$ cat config.mk
export PLATFORM = sky130hd
export DESIGN_NAME = html_tag_body_extractor_top
export DESIGN_NICKNAME = d
export VERILOG_FILES = /design/src/design/htbe_pkg.sv /design/src/design/htbe_front.sv /design/src/design/htbe_fifo.sv /design/src/design/htbe_back.sv /design/src/design/html_tag_body_extractor_top.sv
export SDC_FILE = /design/constraint.sdc
export NUM_CORES = 1
export LEC_CHECK = 0
export ABC_AREA = 1
export BUFFER_PORTS_ARGS = -buffer_cell sky130_fd_sc_hd__buf_2
export CORE_MARGIN = 8
export CORE_UTILIZATION = 45
export DETAILED_ROUTE_END_ITERATION = 12
export PLACE_DENSITY = 0.65
export SYNTH_ARGS = -nofsm -noshare
export SYNTH_HDL_FRONTEND = slang
export SYNTH_HIERARCHICAL = 1
export SYNTH_SLANG_ARGS = --single-unit
export TNS_END_PERCENT = 20
$ cat constraint.sdc
create_clock -name clk_i -period 15.62 [get_ports clk_i]
set_input_delay 1.562 -clock clk_i [delete_from_list [all_inputs] [get_ports clk_i]]
set_output_delay 1.562 -clock clk_i [all_outputs]
set_load 0.01 [all_outputs]
$ cat src/design/htbe_pkg.sv
package htbe_pkg;

  localparam int unsigned WIN_DEPTH = 9;
  localparam int unsigned CNT_W     = 4;
  localparam int unsigned LEN_W     = 13;
  localparam int unsigned QDEPTH    = 4;
  localparam int unsigned QPTR_W    = 2;
  localparam int unsigned QCNT_W    = 3;

  localparam logic [LEN_W-1:0] BODY_MAX = 13'd4095;

  localparam logic [7:0] CH_LT       = 8'h3C;
  localparam logic [7:0] CH_GT       = 8'h3E;
  localparam logic [7:0] CH_QUOTE    = 8'h22;
  localparam logic [7:0] CH_NL       = 8'h0A;
  localparam logic [7:0] CH_SPACE    = 8'h20;
  localparam logic [7:0] CH_UPPER_A  = 8'h41;
  localparam logic [7:0] CH_UPPER_Z  = 8'h5A;
  localparam logic [7:0] CASE_OFFSET = 8'h20;

  typedef logic [WIN_DEPTH-1:0][7:0] win_t;

  // entry 0 is the first byte of each pattern
  localparam win_t PAT_OPEN   = {8'h00, 8'h00, 8'h00, 8'h00, 8'h00, 8'h00, "-", "-", "!"};
  localparam win_t PAT_CLOSE  = {8'h00, 8'h00, 8'h00, 8'h00, 8'h00, 8'h00, ">", "-", "-"};
  localparam win_t PAT_SCRIPT = {8'h00, 8'h00, 8'h00, "t", "p", "i", "r", "c", "s"};
  localparam win_t PAT_END    = {">", "t", "p", "i", "r", "c", "s", "/", "<"};

  localparam logic [CNT_W-1:0] OPEN_LEN   = 4'd3;
  localparam logic [CNT_W-1:0] CLOSE_LEN  = 4'd3;
  localparam logic [CNT_W-1:0] SCRIPT_LEN = 4'd6;
  localparam logic [CNT_W-1:0] END_LEN    = 4'd9;

  typedef enum logic [5:0] {
    MODE_OUT     = 6'b000001,
    MODE_LT      = 6'b000010,
    MODE_COMMENT = 6'b000100,
    MODE_SCRIPT  = 6'b001000,
    MODE_TAG     = 6'b010000,
    MODE_TRUNC   = 6'b100000
  } mode_e;

  typedef enum logic [1:0] {
    MATCH_NO   = 2'd0,
    MATCH_YES  = 2'd1,
    MATCH_MORE = 2'd2
  } match_e;

  typedef struct packed {
    logic [7:0] text;
    logic       fin;
  } item_t;

  typedef struct packed {
    logic  push;
    item_t item;
  } q_push_t;

  typedef struct packed {
    logic  valid;
    logic  full;
    item_t item;
  } q_stat_t;

  typedef struct packed {
    logic       kind;
    logic [7:0] data;
    logic       has;
    logic       last;
    logic       trunc;
  } res_t;

  function automatic match_e match_pat(win_t w, logic [CNT_W-1:0] cnt, logic fin,
                                       win_t pat, logic [CNT_W-1:0] len);
    logic   mism;
    match_e r;
    mism = 1'b0;
    for (int k = 0; k < WIN_DEPTH; k++) begin
      if ((CNT_W'(k) < len) && (CNT_W'(k) < cnt) && (w[k] != pat[k])) begin
        mism = 1'b1;
      end
    end
    if (mism) begin
      r = MATCH_NO;
    end else if (cnt >= len) begin
      r = MATCH_YES;
    end else if (fin) begin
      r = MATCH_NO;
    end else begin
      r = MATCH_MORE;
    end
    return r;
  endfunction

endpackage

$ cat src/design/htbe_front.sv
module htbe_front import htbe_pkg::*; (
  input  logic       clk_i,
  input  logic       rst_ni,
  input  logic       in_valid_i,
  output logic       in_ready_o,
  input  logic [7:0] text_byte_i,
  input  logic       end_of_text_i,
  input  logic       q_full_i,
  output q_push_t    push_o
);

  logic       tag_q, tag_d;
  logic       quote_q, quote_d;
  logic [7:0] byte_lo;
  logic       accept;

  assign in_ready_o = !q_full_i;
  assign accept     = in_valid_i && in_ready_o;

  always_comb begin
    byte_lo = text_byte_i;
    tag_d   = tag_q;
    quote_d = quote_q;
    if (tag_q) begin
      if (quote_q) begin
        if (text_byte_i == CH_QUOTE) quote_d = 1'b0;
      end else if (text_byte_i == CH_GT) begin
        tag_d = 1'b0;
      end else if (text_byte_i == CH_QUOTE) begin
        quote_d = 1'b1;
      end else if (text_byte_i inside {[CH_UPPER_A:CH_UPPER_Z]}) begin
        byte_lo = text_byte_i + CASE_OFFSET;
      end else if (text_byte_i == CH_NL) begin
        byte_lo = CH_SPACE;
      end
    end else if (text_byte_i == CH_LT) begin
      tag_d = 1'b1;
    end
    if (end_of_text_i) begin
      tag_d   = 1'b0;
      quote_d = 1'b0;
    end
  end

  assign push_o.push      = accept;
  assign push_o.item.text = byte_lo;
  assign push_o.item.fin  = end_of_text_i;

  always_ff @(posedge clk_i or negedge rst_ni) begin
    if (!rst_ni) begin
      tag_q   <= 1'b0;
      quote_q <= 1'b0;
    end else if (accept) begin
      tag_q   <= tag_d;
      quote_q <= quote_d;
    end
  end

endmodule

$ cat src/design/htbe_fifo.sv
module htbe_fifo import htbe_pkg::*; (
  input  logic    clk_i,
  input  logic    rst_ni,
  input  q_push_t push_i,
  input  logic    pop_i,
  output q_stat_t stat_o
);

  item_t              mem_q [QDEPTH];
  logic [QPTR_W-1:0]  wr_q, rd_q;
  logic [QCNT_W-1:0]  cnt_q;
  logic               full, do_push, do_pop;

  assign full     = (cnt_q == QCNT_W'(QDEPTH));
  assign do_push  = push_i.push && !full;
  assign do_pop   = pop_i && (cnt_q != '0);

  assign stat_o.valid = (cnt_q != '0);
  assign stat_o.full  = full;
  assign stat_o.item  = mem_q[rd_q];

  always_ff @(posedge clk_i) begin
    if (do_push) mem_q[wr_q] <= push_i.item;
  end

  always_ff @(posedge clk_i or negedge rst_ni) begin
    if (!rst_ni) begin
      wr_q  <= '0;
      rd_q  <= '0;
      cnt_q <= '0;
    end else begin
      if (do_push) wr_q <= wr_q + QPTR_W'(1);
      if (do_pop)  rd_q <= rd_q + QPTR_W'(1);
      cnt_q <= cnt_q + QCNT_W'(do_push) - QCNT_W'(do_pop);
    end
  end

endmodule

$ cat src/design/htbe_back.sv
module htbe_back import htbe_pkg::*; (
  input  logic    clk_i,
  input  logic    rst_ni,
  input  q_stat_t stat_i,
  output logic    pop_o,
  input  logic    out_ready_i,
  output logic    out_valid_o,
  output res_t    res_o
);

  mode_e             mode_q, mode_d;
  logic              skip_q, skip_d;
  logic [LEN_W-1:0]  len_q, len_d, len_inc;
  logic              kind_q, kind_d;
  logic              fin_q, fin_d;
  logic [CNT_W-1:0]  cnt_q, cnt_d, cnt_sh, consume;
  win_t              win_q, win_d;
  logic              out_valid_q;
  res_t              out_q, res;
  logic              emit, step, act, pull, slot_free;
  match_e            m_open, m_close, m_script, m_end;

  assign slot_free = !out_valid_q || out_ready_i;
  assign len_inc   = len_q + LEN_W'(1);

  assign m_open   = match_pat(win_q, cnt_q, fin_q, PAT_OPEN, OPEN_LEN);
  assign m_close  = match_pat(win_q, cnt_q, fin_q, PAT_CLOSE, CLOSE_LEN);
  assign m_script = match_pat(win_q, cnt_q, fin_q, PAT_SCRIPT, SCRIPT_LEN);
  assign m_end    = match_pat(win_q, cnt_q, fin_q, PAT_END, END_LEN);

  always_comb begin
    mode_d  = mode_q;
    skip_d  = skip_q;
    len_d   = len_q;
    kind_d  = kind_q;
    fin_d   = fin_q;
    consume = '0;
    emit    = 1'b0;
    step    = 1'b0;
    res     = '0;

    if (mode_q == MODE_TRUNC) begin
      emit      = 1'b1;
      res.kind  = kind_q;
      res.last  = 1'b1;
      res.trunc = 1'b1;
      mode_d    = MODE_OUT;
      skip_d    = 1'b1;
    end else if (cnt_q == '0) begin
      // document done once its last byte has been scanned
      if (fin_q) begin
        if (mode_q == MODE_SCRIPT || mode_q == MODE_TAG || mode_q == MODE_LT) begin
          emit     = 1'b1;
          res.kind = (mode_q == MODE_SCRIPT);
          res.last = 1'b1;
        end
        mode_d = MODE_OUT;
        skip_d = 1'b0;
        len_d  = '0;
        fin_d  = 1'b0;
      end
    end else begin
      case (mode_q)
        MODE_OUT: begin
          consume = CNT_W'(1);
          if (skip_q) begin
            skip_d = 1'b0;
          end else if (win_q[0] == CH_LT) begin
            mode_d = MODE_LT;
          end
        end
        MODE_LT: begin
          if (m_open == MATCH_YES) begin
            consume = CNT_W'(1);
            mode_d  = MODE_COMMENT;
          end else if (m_open == MATCH_NO && m_script != MATCH_MORE) begin
            len_d = '0;
            if (m_script == MATCH_YES) begin
              consume = CNT_W'(1);
              mode_d  = MODE_SCRIPT;
              kind_d  = 1'b1;
            end else begin
              mode_d = MODE_TAG;
              kind_d = 1'b0;
            end
          end
        end
        MODE_COMMENT: begin
          if (m_close == MATCH_YES) begin
            consume = CLOSE_LEN;
            skip_d  = 1'b1;
            mode_d  = MODE_OUT;
          end else if (m_close == MATCH_NO) begin
            consume = CNT_W'(1);
          end
        end
        MODE_SCRIPT: begin
          if (m_end == MATCH_YES) begin
            consume  = END_LEN;
            emit     = 1'b1;
            res.kind = 1'b1;
            res.last = 1'b1;
            skip_d   = 1'b1;
            mode_d   = MODE_OUT;
          end else if (m_end == MATCH_NO) begin
            step = 1'b1;
          end
        end
        MODE_TAG: begin
          if (win_q[0] == CH_GT) begin
            consume  = CNT_W'(1);
            emit     = 1'b1;
            res.last = 1'b1;
            mode_d   = MODE_OUT;
          end else begin
            step = 1'b1;
          end
        end
        default: ;
      endcase
    end

    if (step) begin
      consume  = CNT_W'(1);
      emit     = 1'b1;
      res.kind = kind_q;
      res.data = win_q[0];
      res.has  = 1'b1;
      len_d    = len_inc;
      if (len_inc >= BODY_MAX) mode_d = MODE_TRUNC;
    end

    act = !emit || slot_free;
    if (!act) begin
      mode_d  = mode_q;
      skip_d  = skip_q;
      len_d   = len_q;
      kind_d  = kind_q;
      fin_d   = fin_q;
      consume = '0;
    end

    cnt_sh = cnt_q - consume;
    pull   = stat_i.valid && !fin_d && (cnt_sh < CNT_W'(WIN_DEPTH));
    win_d  = win_t'(win_q >> {consume, 3'b000});
    if (pull) begin
      win_d[cnt_sh] = stat_i.item.text;
      if (stat_i.item.fin) fin_d = 1'b1;
    end
    cnt_d = cnt_sh + CNT_W'(pull);
  end

  assign pop_o       = pull;
  assign out_valid_o = out_valid_q;
  assign res_o       = out_q;

  always_ff @(posedge clk_i) begin
    win_q <= win_d;
    if (act && emit) out_q <= res;
  end

  always_ff @(posedge clk_i or negedge rst_ni) begin
    if (!rst_ni) begin
      mode_q      <= MODE_OUT;
      skip_q      <= 1'b0;
      len_q       <= '0;
      kind_q      <= 1'b0;
      fin_q       <= 1'b0;
      cnt_q       <= '0;
      out_valid_q <= 1'b0;
    end else begin
      mode_q <= mode_d;
      skip_q <= skip_d;
      len_q  <= len_d;
      kind_q <= kind_d;
      fin_q  <= fin_d;
      cnt_q  <= cnt_d;
      if (act && emit) begin
        out_valid_q <= 1'b1;
      end else if (out_ready_i) begin
        out_valid_q <= 1'b0;
      end
    end
  end

endmodule

$ cat src/design/html_tag_body_extractor_top.sv
// HTML tag body extractor.
// Input channel (in_valid_i/in_ready_o): one text byte per beat, end_of_text_i
// set on the last byte of a document. Inside tags, outside quotes, capitals are
// lowered and newlines turn to spaces on entry; all go via a 4-entry queue.
// Output channel (out_valid_o/out_ready_i): one beat per body byte, then one
// end marker per body (has_byte 0, body_last 1, truncated on length cap).
// Scanner: one step per cycle while no result is held in the output register,
// out of a 9-byte lookahead window; an ordinary tag opening, the end of a
// document and a truncated body each take a step that consumes no byte.
// Path: an accepted byte is registered in the queue, then in the window, and
// its result in out_q; bytes awaiting a closing pattern stay in the window.
// Stall: a result waits in the output register; the scanner stops at its next
// result while one is held, and once the queue fills in_ready_o drops.
// Reset: empties queue, window and output, scanner returns to outside-of-tag.
// After a document's last byte, tag, quote, mode and length state return to reset.
module html_tag_body_extractor_top import htbe_pkg::*; (
  input  logic       clk_i,
  input  logic       rst_ni,
  input  logic       in_valid_i,
  output logic       in_ready_o,
  input  logic [7:0] text_byte_i,
  input  logic       end_of_text_i,
  output logic       out_valid_o,
  input  logic       out_ready_i,
  output logic       body_kind_o,
  output logic [7:0] body_byte_o,
  output logic       has_byte_o,
  output logic       body_last_o,
  output logic       truncated_o
);

  q_push_t q_push;
  q_stat_t q_stat;
  logic    q_pop;
  res_t    res;

  htbe_front u_front (
    .clk_i         (clk_i),
    .rst_ni        (rst_ni),
    .in_valid_i    (in_valid_i),
    .in_ready_o    (in_ready_o),
    .text_byte_i   (text_byte_i),
    .end_of_text_i (end_of_text_i),
    .q_full_i      (q_stat.full),
    .push_o        (q_push)
  );

  htbe_fifo u_fifo (
    .clk_i  (clk_i),
    .rst_ni (rst_ni),
    .push_i (q_push),
    .pop_i  (q_pop),
    .stat_o (q_stat)
  );

  htbe_back u_back (
    .clk_i       (clk_i),
    .rst_ni      (rst_ni),
    .stat_i      (q_stat),
    .pop_o       (q_pop),
    .out_ready_i (out_ready_i),
    .out_valid_o (out_valid_o),
    .res_o       (res)
  );

  assign body_kind_o = res.kind;
  assign body_byte_o = res.data;
  assign has_byte_o  = res.has;
  assign body_last_o = res.last;
  assign truncated_o = res.trunc;

  a_trunc_marker : assert property (@(posedge clk_i) disable iff (!rst_ni)
    (out_valid_o && truncated_o) |-> (body_last_o && !has_byte_o))
    else $error("truncated flag outside an end marker");

  a_no_push_full : assert property (@(posedge clk_i) disable iff (!rst_ni)
    q_stat.full |-> !q_push.push)
    else $error("push into full queue");

  a_beat_queued : assert property (@(posedge clk_i) disable iff (!rst_ni)
    (in_valid_i && in_ready_o) |=> q_stat.valid)
    else $error("accepted beat missing from queue");

endmodule
== Yosys cells after proc, flatten, opt, wreduce, memory -nomap -nowiden ==
Memory sizes are Yosys's and may differ from the RTL's.
Index checks and enable logic that the tools add are counted.
Word-level totals
  input port bits: 13
  bits in registers: 120
  RAM bits: 36
  output and inout bits: 14
  memories: 1
Memory list
  u_fifo.mem_q: depth 4, width 9, read ports 1, clocked after Yosys merged registers in 0, wr ports 1, RTL line htbe_fifo.sv:9  | item_t mem_q [QDEPTH];
Cells by class
  reductions and logical operators: 51
  eq/ne operators: 44
  shift operators: 1
  muxes and demuxes: 120
  bitwise gates (word level): 3
  add/sub/neg operators: 8
  $lt $le $gt $ge: 18
Operator list (number)
  8-bit by 7-bit inequality test with 1-bit output (second input constant): 12
  13-bit two-way mux: 7
  72-bit bitwise mux: 1
  6-bit two-way mux: 12
  72-bit two-way mux: 1
  72-bit by 7-bit right shift with 72-bit output: 1
  1-bit two-way mux: 68
  8-bit by 6-bit inequality test with 1-bit output (second input constant): 8
  8-bit two-way mux: 7
  8-bit by 6-bit equality test with 1-bit output (second input constant): 5
  8-bit demux with 4-bit select: 1
  4-bit two-way mux: 8
  6-bit case mux with 5 select lines: 1
  1-bit logical AND: 29
  4-bit case mux with 5 select lines: 1
  3-bit by 4-bit < comparator with 1-bit output (first input constant): 4
  2-bit two-way mux: 8
  13-bit by 1-bit adder with 13-bit output (second input constant): 1
  13-bit by 12-bit greater-or-equal comparator with 1-bit output (second input constant): 1
  6-bit AND reduction: 2
  10-bit two-way mux: 1
  3-bit by 1-bit inequality test with 1-bit output (second input constant): 3
  3-bit nonzero test: 3
  8-bit by 6-bit adder with 8-bit output (second input constant): 1
  other kinds (41): 59

== Depth between registers and ports, before layout ==
  word-level depth: 29
  mapped depth: 38
  depth with buffers taken out: 34

== Cells and area by module ==
Netlist, hierarchy kept.
Modules (own cells, without submodules)
  htbe_back: cells an instance 1200, area each 7357.1 µm², times used 1
  htbe_fifo: cells an instance 173, area each 1860.5 µm², times used 1
  htbe_front: cells an instance 78, area each 425.4 µm², times used 1

== Least setup slack after synthesis ==
Ideal clock, no wire load.
  kind: input -> register
  start: input out_ready_i
  end: register u_fifo.cnt_q[2]
  arrival: 5214 ps
  required time: 15503 ps
  path buffers: 4
  path slack: 10290 ps
  library setup time: 117 ps
  stages on the path: 25
  path through: nor2_1 nand2_4 nand2_2 buf_4 inv_2 buf_2 ha_1 fa_1 or2_2 nand2_1 inv_1 nor2_1 inv_1 a21oi_4 buf_4 buf_6 nand2_1 inv_1 ha_1 inv_1 ha_1 inv_1 fa_1 nand3_1 nand2_1
On the way
  cells in the longest elaborated chain, start to end: 8
  elaborated cells between the ends (all ways): 11
RTL lines
  start, declared: RTL line html_tag_body_extractor_top.sv:24  | input logic out_ready_i,
  1-bit logical OR *: RTL line htbe_back.sv:23  | assign slot_free = !out_valid_q || out_ready_i;
  1-bit logical OR *: RTL line htbe_back.sv:133  | act = !emit || slot_free;
  4-bit two-way mux / 1-bit two-way mux (equally long branches): RTL line htbe_back.sv:134  | if (!act) begin
  4-bit subtractor / 1-bit zero test (equally long branches): RTL line htbe_back.sv:143, htbe_back.sv:144
  4-bit < comparator / 1-bit logical AND (equally long branches): RTL line htbe_back.sv:144  | pull = stat_i.valid && !fin_d && (cnt_sh < CNT_W'(WIN_DEPTH));
  1-bit logical AND *: RTL line htbe_back.sv:144
  named net q_pop: RTL line html_tag_body_extractor_top.sv:34  | logic q_pop;
  1-bit logical AND *: RTL line htbe_fifo.sv:16  | assign do_pop = pop_i && (cnt_q != '0);
  named net u_fifo.do_pop: RTL line htbe_fifo.sv:12  | logic full, do_push, do_pop;
  3-bit by 1-bit subtractor with 3-bit output *: RTL line htbe_fifo.sv:34  | cnt_q <= cnt_q + QCNT_W'(do_push) - QCNT_W'(do_pop);
  end signal, assigned: RTL line htbe_fifo.sv:34
  end, declared: RTL line htbe_fifo.sv:11  | logic [QCNT_W-1:0] cnt_q;
Mark *: on every way through the listed nets, which the timed path passes. The rest lies on a longest branch.
A chain may end at the register's enable or synchronous reset.

==> flow_summary.toml <==
[synthesis]
synth-edff-count = 48
ys_ff_latch = 156
ys_types = 51
synth.top_cell.area_share_pct = 22.58
synth.most_common_cell = "nand2_1"
async_reset_ff_share_pct = 23.08
syn_area_um2 = 9643
synth.area.top_cells = "nand2_1, dfxtp_1, edfxtp_1"
avgSynthCellArea_um2 = 6.646
syn_inst = 1451
seq_area_frac_synth_pct = 39.25
netlist_top_cells_count = "nand2_1, inv_1, nor2_1, o21ai_0"
synthFlopType = "dfxtp_1"
synth_top_cell_by_area = "nand2_1"
ys_warn_count = 6
syn_nets = 1479

[run]
cap_violations = 0

[sta]
slew_viol_final = 0
final-hold-violation-count = 0
post-route-period-util_pct = 38.57
setup-tns-final_ns = 0
setup_viol = 0
tightest_slew_ns = 0.9225
final.setup_skew_ns = 0.01264
rsz0062_at_grt = "false"
fmax_mhz = 166.0
slew_headroom_pct = 38.35
min_period_ns = 6.025

[critical_path]
timing.rr.start = "u_back/cnt_q[1]"
crit_path_max_fanout = 61
cp.required_ns = 15.94
crit_path_start = "u_back/cnt_q[1]"
worst-setup-path-type = "flip-flop to flip-flop"
r2r_slack_ns = 9.60
endpoint_kind = "flip-flop"
crit_arrival_ns = 6.35
startpoint_type = "flip-flop"

[die]
start_util_pct = 45.87
core-area_um2 = 21020
chipWidth_um = 162.4
die_y_um = 162.4
die_area_um2 = 26370
num_rows = 53
io-pin-count = 27

[clock_tree]
cts_setup_buffers = 0
cts.sinks = 156
post_cts_resized = 0
cts_max_level = 4
hold_buffers = 0
cts_buffers = 17
root_buffer = "clkbuf_16"
tritoncts = "done"
clockBufferDepth = 2
insertion_delay_ns = 0.43
path_clk_slew_ns = 0.07

[power]
p_total_mw = 0.9707
p_leak_nw = 5.291
powerDensity_nw_per_um2 = 92.96
peakVddDrop_uv = 86.94

[route]
drt-wirelength-per-cell_um = 15.64
dr.pass1.iters = 6
drt_iter0_drc = 895
drtAntennaViolNets = 0
drc = 0
vias = 9155
wirelength_mm = 26.99
viasPerCell = 5.304

[global_route]
track_usage_pct = 20.73
grt_first_pass_wirelength_mm = 43.95
grt_overflow = 0
antenna_found_initial = 0
grt_max_degree = 93
grt_pass1_vias = 8453

[finish]
final_layout_size_suffix_gt1_share_pct = 7.719
finish.utilization_pct = 49.68
syn_to_final_growth_pct = 8.291
layout.nets = 1466
final_cells = 1726
diodes = 0

[min_path]
hp-start = "u_back/win_q[70]"
worstHoldPathType = "flip-flop to flip-flop"

[place]
dp_cells = 1694
io_buffers = 26
dp_hpwl_mm = 19.31
finalWeightedCongestion = 0.9419

[run_status]
status = "completed"
-- registers in the layout, summed over array words and instances, names as in the netlist --
name / cells
u_back/win_q: 72
u_fifo/mem_q: 36
u_back/len_q: 13
u_back/res_o: 12
u_back/mode_q: 6
u_back/cnt_q: 4
u_fifo/cnt_q: 3
u_fifo/rd_q: 2
u_fifo/wr_q: 2
u_back/fin_q: 1
u_back/kind_q: 1
u_back/out_valid_o: 1
u_back/skip_q: 1
u_front/quote_q: 1
u_front/tag_q: 1
-- kinds of logic after synthesis --
| kind of cell | after synthesis | synth area share (%) |
|---|---|---|
| simple gates | 890 | 39.35 |
| fa+ha+maj | 15 | 2.102 |
| flops | 156 | 39.25 |
| compound gates | 147 | 8.382 |
| xor+xnor | 11 | 0.9992 |
| buf+inv | 232 | 9.913 |
-- critical path, stage by stage, from the launching register on --
cell     delay (ns)
dfrtp_1        0.45
nor2_2         0.17
nand2_1        0.30
nand2_1        0.17
nand2_1        0.06
nor2_1         0.13
nand4_1        0.09
nand2_1        0.07
nand2_1        0.04
nand2_1        0.40
nand2_1        0.69
nand2_2        0.28
inv_2          0.19
ha_1           0.26
fa_1           0.38
or2_2          0.28
nand2_1        0.10
inv_1          0.15
nor2_1         0.25
inv_1          0.13
a21oi_4        0.16
buf_4          0.53
inv_2          0.38
nand2_1        0.14
nand2_1        0.07
-- power breakdown --
group          internal (mW)  switching (mW)
Sequential             0.446         0.00978
Clock                  0.218           0.203
Combinational         0.0222          0.0719
-- metrics by stage --
step	instance area (um2)	hold WS (ns)	setup WS [ns]
after detailed placement	9841	0.4628	9.689
final	10440	0.4800	9.595
after global placement	9841	0.4546	9.874
after floorplan	9643	0.4433	10.29
after global routing	10440	0.5243	9.056
after CTS	10440	0.4729	9.672
-- per-layer routing --
layer | global-route usage, % | part of all wire, % | vias to the layer above
li1 | - | - | 4609
met1 | 28.00 | 46 | 4203
met2 | 32.54 | 45 | 287
met3 | 3.261 | 5.8 | 56
met4 | 8.628 | 3.2 | 0
met5 | 0 | 0 | -
-- cell usage in the layout (no fill, tap or decap), drive strengths merged, types with 13 or more instances in the layout --
| cell | n |
|---|---|
| nand4 | 61 |
| nor2 | 137 |
| dfxtp | 72 |
| o21ai | 111 |
| ha | 13 |
| edfxtp | 48 |
| inv | 176 |
| nand3 | 78 |
| clkbuf | 17 |
| buf | 31 |
| nand2 | 590 |
| dfrtp | 35 |
-- path summary, 6_finish.rpt --
check | cells after the start | to
setup reg to reg | 24 | u_back/win_q[58]
hold / removal | 2 | u_back/win_q[70]
setup / recovery | 24 | u_back/win_q[58]
max in group asynchronous | 1 | u_fifo/cnt_q[0]
min in group asynchronous | 1 | u_front/quote_q
hold reg to reg | 2 | u_back/win_q[70]
-- layout make-up --
type | instances | area (um2)
fill | 2129 | 10580
multi-input combinational | 1063 | 4910
sequential | 156 | 3785
inverter | 169 | 634.4
clock buffer | 17 | 425.4
tap | 275 | 344.1
clock inverter | 15 | 176.4
timing repair buffer | 31 | 167.7
No activity file was read; power rests on OpenSTA's default activity.
